$ cat config.mk
export PLATFORM = sky130hd
export DESIGN_NAME = tlik_isqrt
export DESIGN_NICKNAME = d
export VERILOG_FILES = /design/src/tlik_pkg.sv /design/src/tlik_isqrt.sv
export SDC_FILE = /design/constraint.sdc
export NUM_CORES = 2
export LEC_CHECK = 0
export BUFFER_PORTS_ARGS = -buffer_cell sky130_fd_sc_hd__buf_2
export CAP_MARGIN = 20
export CORE_MARGIN = 10
export CORE_UTILIZATION = 60
export DETAILED_ROUTE_END_ITERATION = 16
export PLACE_DENSITY = 0.83
export SETUP_SLACK_MARGIN = 0.15
export SLEW_MARGIN = 20
export SYNTH_ARGS = -nofsm -noshare
export SYNTH_HDL_FRONTEND = slang
export SYNTH_SLANG_ARGS = --single-unit
$ cat constraint.sdc
create_clock -name i_clk -period 4 [get_ports i_clk]
set_input_delay 0 -clock i_clk [delete_from_list [all_inputs] [get_ports i_clk]]
set_output_delay 0 -clock i_clk [all_outputs]
set_load 0.02 [all_outputs]
$ cat src/tlik_pkg.sv
// Shared constants, types and tables for the two-link planar IK pipeline.
// No dependencies; used by every module but tlik_delay.
package tlik_pkg;

    localparam int COORD_BITS          = 11;
    localparam int ANGLE_FRAC_BITS_DEF = 8;
    localparam int LEN_W               = 10;
    localparam int LIMIT_W             = 11;

    localparam int DIFF_W  = COORD_BITS + 1;
    localparam int D2_W    = 2 * COORD_BITS + 1;
    localparam int LSQ_W   = 2 * LEN_W;
    localparam int WIDE_W  = (D2_W > LSQ_W) ? D2_W : LSQ_W;
    localparam int COS_W   = WIDE_W + 2;
    localparam int CSQ_W   = 2 * (COS_W - 1);
    localparam int RAD_W   = 2 + LSQ_W + WIDE_W;
    localparam int SQ_W    = RAD_W + (RAD_W % 2);
    localparam int DIST_IN_W = D2_W + 8 + ((D2_W + 8) % 2);
    localparam int DIST_W  = 16;

    localparam int SH_W    = 17;
    localparam int EL_W    = 16;
    localparam int LO_W    = 17;

    localparam int ANG_W        = 26;
    localparam int NORM_MSB     = 38;
    localparam int CX_W         = NORM_MSB + 5;
    localparam int CORDIC_ITERS = 20;
    localparam int CORDIC_LAT   = CORDIC_ITERS + 4;

    localparam int IN_TDATA_W  = ((4 * COORD_BITS + 7) / 8) * 8;
    localparam int OUT_FIELD_W = SH_W + EL_W + LO_W + DIST_W;
    localparam int OUT_TDATA_W = ((OUT_FIELD_W + 7) / 8) * 8;

    localparam int CFG_IDX_W  = 2;
    localparam int CFG_DATA_W = 11;
    localparam logic [CFG_IDX_W-1:0] CFG_UPPER_LENGTH = 2'd0;
    localparam logic [CFG_IDX_W-1:0] CFG_LOWER_LENGTH = 2'd1;
    localparam logic [CFG_IDX_W-1:0] CFG_REACH_LIMIT  = 2'd2;

    // degrees scaled by 2^16
    localparam logic signed [ANG_W-1:0] DEG90  = 26'sd5898240;
    localparam logic signed [ANG_W-1:0] DEG180 = 26'sd11796480;
    localparam logic signed [ANG_W-1:0] DEG360 = 26'sd23592960;

    typedef struct packed {
        logic xneg;
        logic yneg;
        logic xzero;
        logic yzero;
    } t_quad;

    typedef struct packed {
        logic clamp;
        logic pos;
    } t_acos_sel;

    typedef struct packed {
        logic              reachable;
        logic [DIST_W-1:0] distance;
        logic [LO_W-1:0]   lower;
        logic [EL_W-1:0]   elbow;
        logic [SH_W-1:0]   shoulder;
    } t_result;

    function automatic logic signed [ANG_W-1:0] atan_tab(input int i);
        logic signed [ANG_W-1:0] v;
        case (i)
            0:       v = 26'sd2949120;
            1:       v = 26'sd1740967;
            2:       v = 26'sd919879;
            3:       v = 26'sd466945;
            4:       v = 26'sd234379;
            5:       v = 26'sd117302;
            6:       v = 26'sd58666;
            7:       v = 26'sd29335;
            8:       v = 26'sd14668;
            9:       v = 26'sd7334;
            10:      v = 26'sd3667;
            11:      v = 26'sd1833;
            12:      v = 26'sd917;
            13:      v = 26'sd458;
            14:      v = 26'sd229;
            15:      v = 26'sd115;
            16:      v = 26'sd57;
            17:      v = 26'sd29;
            18:      v = 26'sd14;
            19:      v = 26'sd7;
            default: v = '0;
        endcase
        return v;
    endfunction

endpackage

$ cat src/tlik_isqrt.sv
// Pipelined floor square root, one result bit per stage, IW/2 stages.
// Default width from tlik_pkg.
module tlik_isqrt #(
    parameter int IW = tlik_pkg::SQ_W
) (
    input  logic            i_clk,
    input  logic            i_en,
    input  logic [IW-1:0]   i_value,
    output logic [IW/2-1:0] o_root
);

    localparam int N   = IW / 2;
    localparam int RMW = N + 2;

    logic [RMW-1:0] r_rem  [N];
    logic [N-1:0]   r_root [N];
    logic [IW-1:0]  r_val  [N];
    logic [RMW-1:0] n_rem  [N];
    logic [N-1:0]   n_root [N];
    logic [IW-1:0]  n_val  [N];

    always_comb begin
        logic [RMW-1:0] pr;
        logic [N-1:0]   pt;
        logic [IW-1:0]  pv;
        logic [RMW+1:0] rs;
        logic [RMW+1:0] trial;
        for (int k = 0; k < N; k++) begin
            if (k == 0) begin
                pr = '0;
                pt = '0;
                pv = i_value;
            end else begin
                pr = r_rem[k-1];
                pt = r_root[k-1];
                pv = r_val[k-1];
            end
            rs    = {pr, pv[IW-1 -: 2]};
            trial = (RMW+2)'({pt, 2'b01});
            if (rs >= trial) begin
                n_rem[k]  = RMW'(rs - trial);
                n_root[k] = {pt[N-2:0], 1'b1};
            end else begin
                n_rem[k]  = RMW'(rs);
                n_root[k] = {pt[N-2:0], 1'b0};
            end
            n_val[k] = pv << 2;
        end
    end

    always_ff @(posedge i_clk) begin
        if (i_en) begin
            for (int k = 0; k < N; k++) begin
                r_rem[k]  <= n_rem[k];
                r_root[k] <= n_root[k];
                r_val[k]  <= n_val[k];
            end
        end
    end

    assign o_root = r_root[N-1];

endmodule

==> results_dict.tcl <==
set metrics [dict create \
    status "finished clean" \
    fp-row-count 116 \
    yosys_most_used_dff "edfxtp_1" \
    core_area_mm2 0.0999 \
    vias 36900 \
    cts_setup_buffers 0 \
    ys_seq_area_share_pct 64.7 \
    routed_via_density 5.87 \
    grt_start_max_net_pins 153 \
    path_max_fanout 8 \
    ir_worst_vdd_uv 419 \
    slew_headroom_pct 27.8 \
    htreeDepth 4 \
    cts.hold.buffers_added 85 \
    maxCapViolations 0 \
    synth_cell_type_count 90 \
    dp.cells 5958 \
    syn_inst 4617 \
    avgSynthCellArea_um2 13.1 \
    wl_mm 121 \
    preCtsSetupSlack_ns 0.479 \
    design_area_mm2 0.0676 \
    critPathKind "register to register" \
    fin_crit_sh_pct 89.5 \
    setup_tns_ns 0 \
    clk_pin_slew_ns 0.06 \
    grt_pass1_wl_mm 193 \
    final_core_util_pct 67.7 \
    fmax_ghz 0.279 \
    finalSetupViolations 0 \
    place_area_mm2 0.0626 \
    wl_per_cell_um 19.3 \
    die_h_um 337 \
    p_total_mw 36.3 \
    cp.arrival_ns 4.07 \
    fin_skew_ns 0.0250 \
    ys_ff_latch 1300 \
    drc 0 \
    layoutNonFillerInstCount 6281 \
    cts_buffers 134 \
    async_flop_share_pct 0 \
    pin_count 71 \
    crit_chain "inv_1 -> ha_1 -> o21a_1 -> o21ai_0 -> a21oi_1 -> o31a_1 -> nor4_1 -> a21oi_1 -> nand4_1 -> xnor2_1" \
    yosysTopAreaCell "edfxtp_1" \
    fp.dieW_um 337 \
    grt_pass1_vias 37700 \
    cp_top_family "compound AO/OA/AOI/OAI gates" \
    synth_fp_nets 4965 \
    syn_to_final_growth_pct 12.1 \
    syn_area_mm2 0.0603 \
    final_common_cell "edfxtp_1" \
    overflow 0 \
    antenna_left 0 \
    hold_class "input port to register" \
    clock_path_buffers 3 \
    synth-edff-count 1300 \
    gp_congestion 0.903 \
    tightest_slew_ns 1.07 \
    slowest_stage "nor4_1" \
    ys_warn_count 0 \
    final.hold.worst_slack_ns 0.0347 \
    max_stage_delay_ns 0.62 \
    rsz0062_at_grt "false" \
    path_common_cell "a21oi_1" \
    synth_area_leaders "edfxtp_1 (65%), ha_1 (6.2%), xnor2_1 (3.4%)" \
    fin_crit_ns 3.58 \
    clock-sinks 1300 \
    cts_resized 0 \
    root_buffer "clkbuf_16" \
    setup_slack_ns 0.419 \
    worstSkewPairLatency_ns 0.75 \
    dr.first_iter.drc_count 2614 \
    finalHoldViolCount 0 \
    diodes 0 \
    cts_tree "yes" \
    cp-start-kind "register" \
    start_util_pct 60.4 \
    yosysTopAreaCellShare_pct 64.7 \
    port_buffers 70 \
    antenna_found_initial 3 \
    powerDensity_mw_per_mm2 538 \
    end_kind "register" \
    leakage_nw 26.0 \
    n_fill_cell 6628 \
    hpwl_mm 82.9 \
    slew_viol_final 0 \
    drive_above_1_share_pct 8.13 \
    grt_usage_pct 21.3 \
    fin_nets 5229 \
    dr.pass1.iters 6 \
    required_ns 4.49 \
    final_cell_mix "edfxtp_1 (1300), inv_1 (393), ha_1 (300), nor2_1 (294), a21oi_1 (286)" \
    cp_num_buf_inv 1 \
    die_area_mm2 0.114 \
]
[per-layer routing]
metal | vias to the layer above | global-route usage, % | wire [um]
met5 | - | 0 | 0
met4 | 0 | 9.99 | 5310
met3 | 336 | 3.23 | 5160
met2 | 1063 | 40.3 | 66000
met1 | 17800 | 23.1 | 44700
li1 | 17700 | - | -
[logic make-up after synthesis]
kind of cell,count (synthesis),synth area share [%]
xor gates and xnor gates,419,6.08
DFF,1300,64.7
other,1,0.00622
and+or+nand+nor,1182,9.86
AOI/OAI and AO/OA,884,9.10
buffers and inverters,482,3.11
muxes,49,0.898
adders and majority gates,300,6.22
[synth_stat cells (90+ instances only)]
cell         n
ha_1       300
edfxtp_1  1300
o21ai_0    217
nor3_1     123
a21o_1      93
xnor2_1    231
a21oi_1    287
nand3_1     90
inv_1      393
nor2_1     294
xor2_1     188
nand2_1    267
[cell type report]
| cell class | instances | area [um2] | area share (%) |
|---|---|---|---|
| flip-flops and latches | 1300 | 39000 | 57.7 |
| multi-input cells | 2835 | 19400 | 28.8 |
| clock buffers | 157 | 3480 | 5.15 |
| repair buffers | 215 | 1820 | 2.69 |
| well taps | 1298 | 1620 | 2.40 |
| inverters | 395 | 1480 | 2.19 |
| clock inverters | 81 | 714 | 1.06 |
[worst reg2reg max path, cell delays in order, from the launching register on]
cell      delay, ns
edfxtp_1       0.46
inv_1          0.08
ha_1           0.36
o21a_1         0.15
o21ai_0        0.40
a21oi_1        0.19
o31a_1         0.35
nor4_1         0.62
a21oi_1        0.42
nand4_1        0.24
xnor2_1        0.08
[where the power goes]
group	leakage [nW]	total, mW	internal, mW	switching, mW
clock network	2.05	12.0	6.79	5.20
registers	12.5	18.1	17.0	1.04
logic	11.5	6.30	2.72	3.58
[registers in the layout, indices dropped and copies added (netlist names)]
register	cells
r_val	506
r_rem	518
r_root	276
[final timing paths]
path | from | to | slack (ns) | cells after the start
worst min register to register | r_val[0][161] | r_val[0][207] | 0.40 | 0
worst min-delay path | i_value[39] | r_val[0][39] | 0.03 | 2
worst max-delay path | r_root[0][138] | r_rem[0][189] | 0.42 | 10
worst max register to register | r_root[0][138] | r_rem[0][189] | 0.42 | 10
No activity file was read; power rests on OpenSTA's default activity.
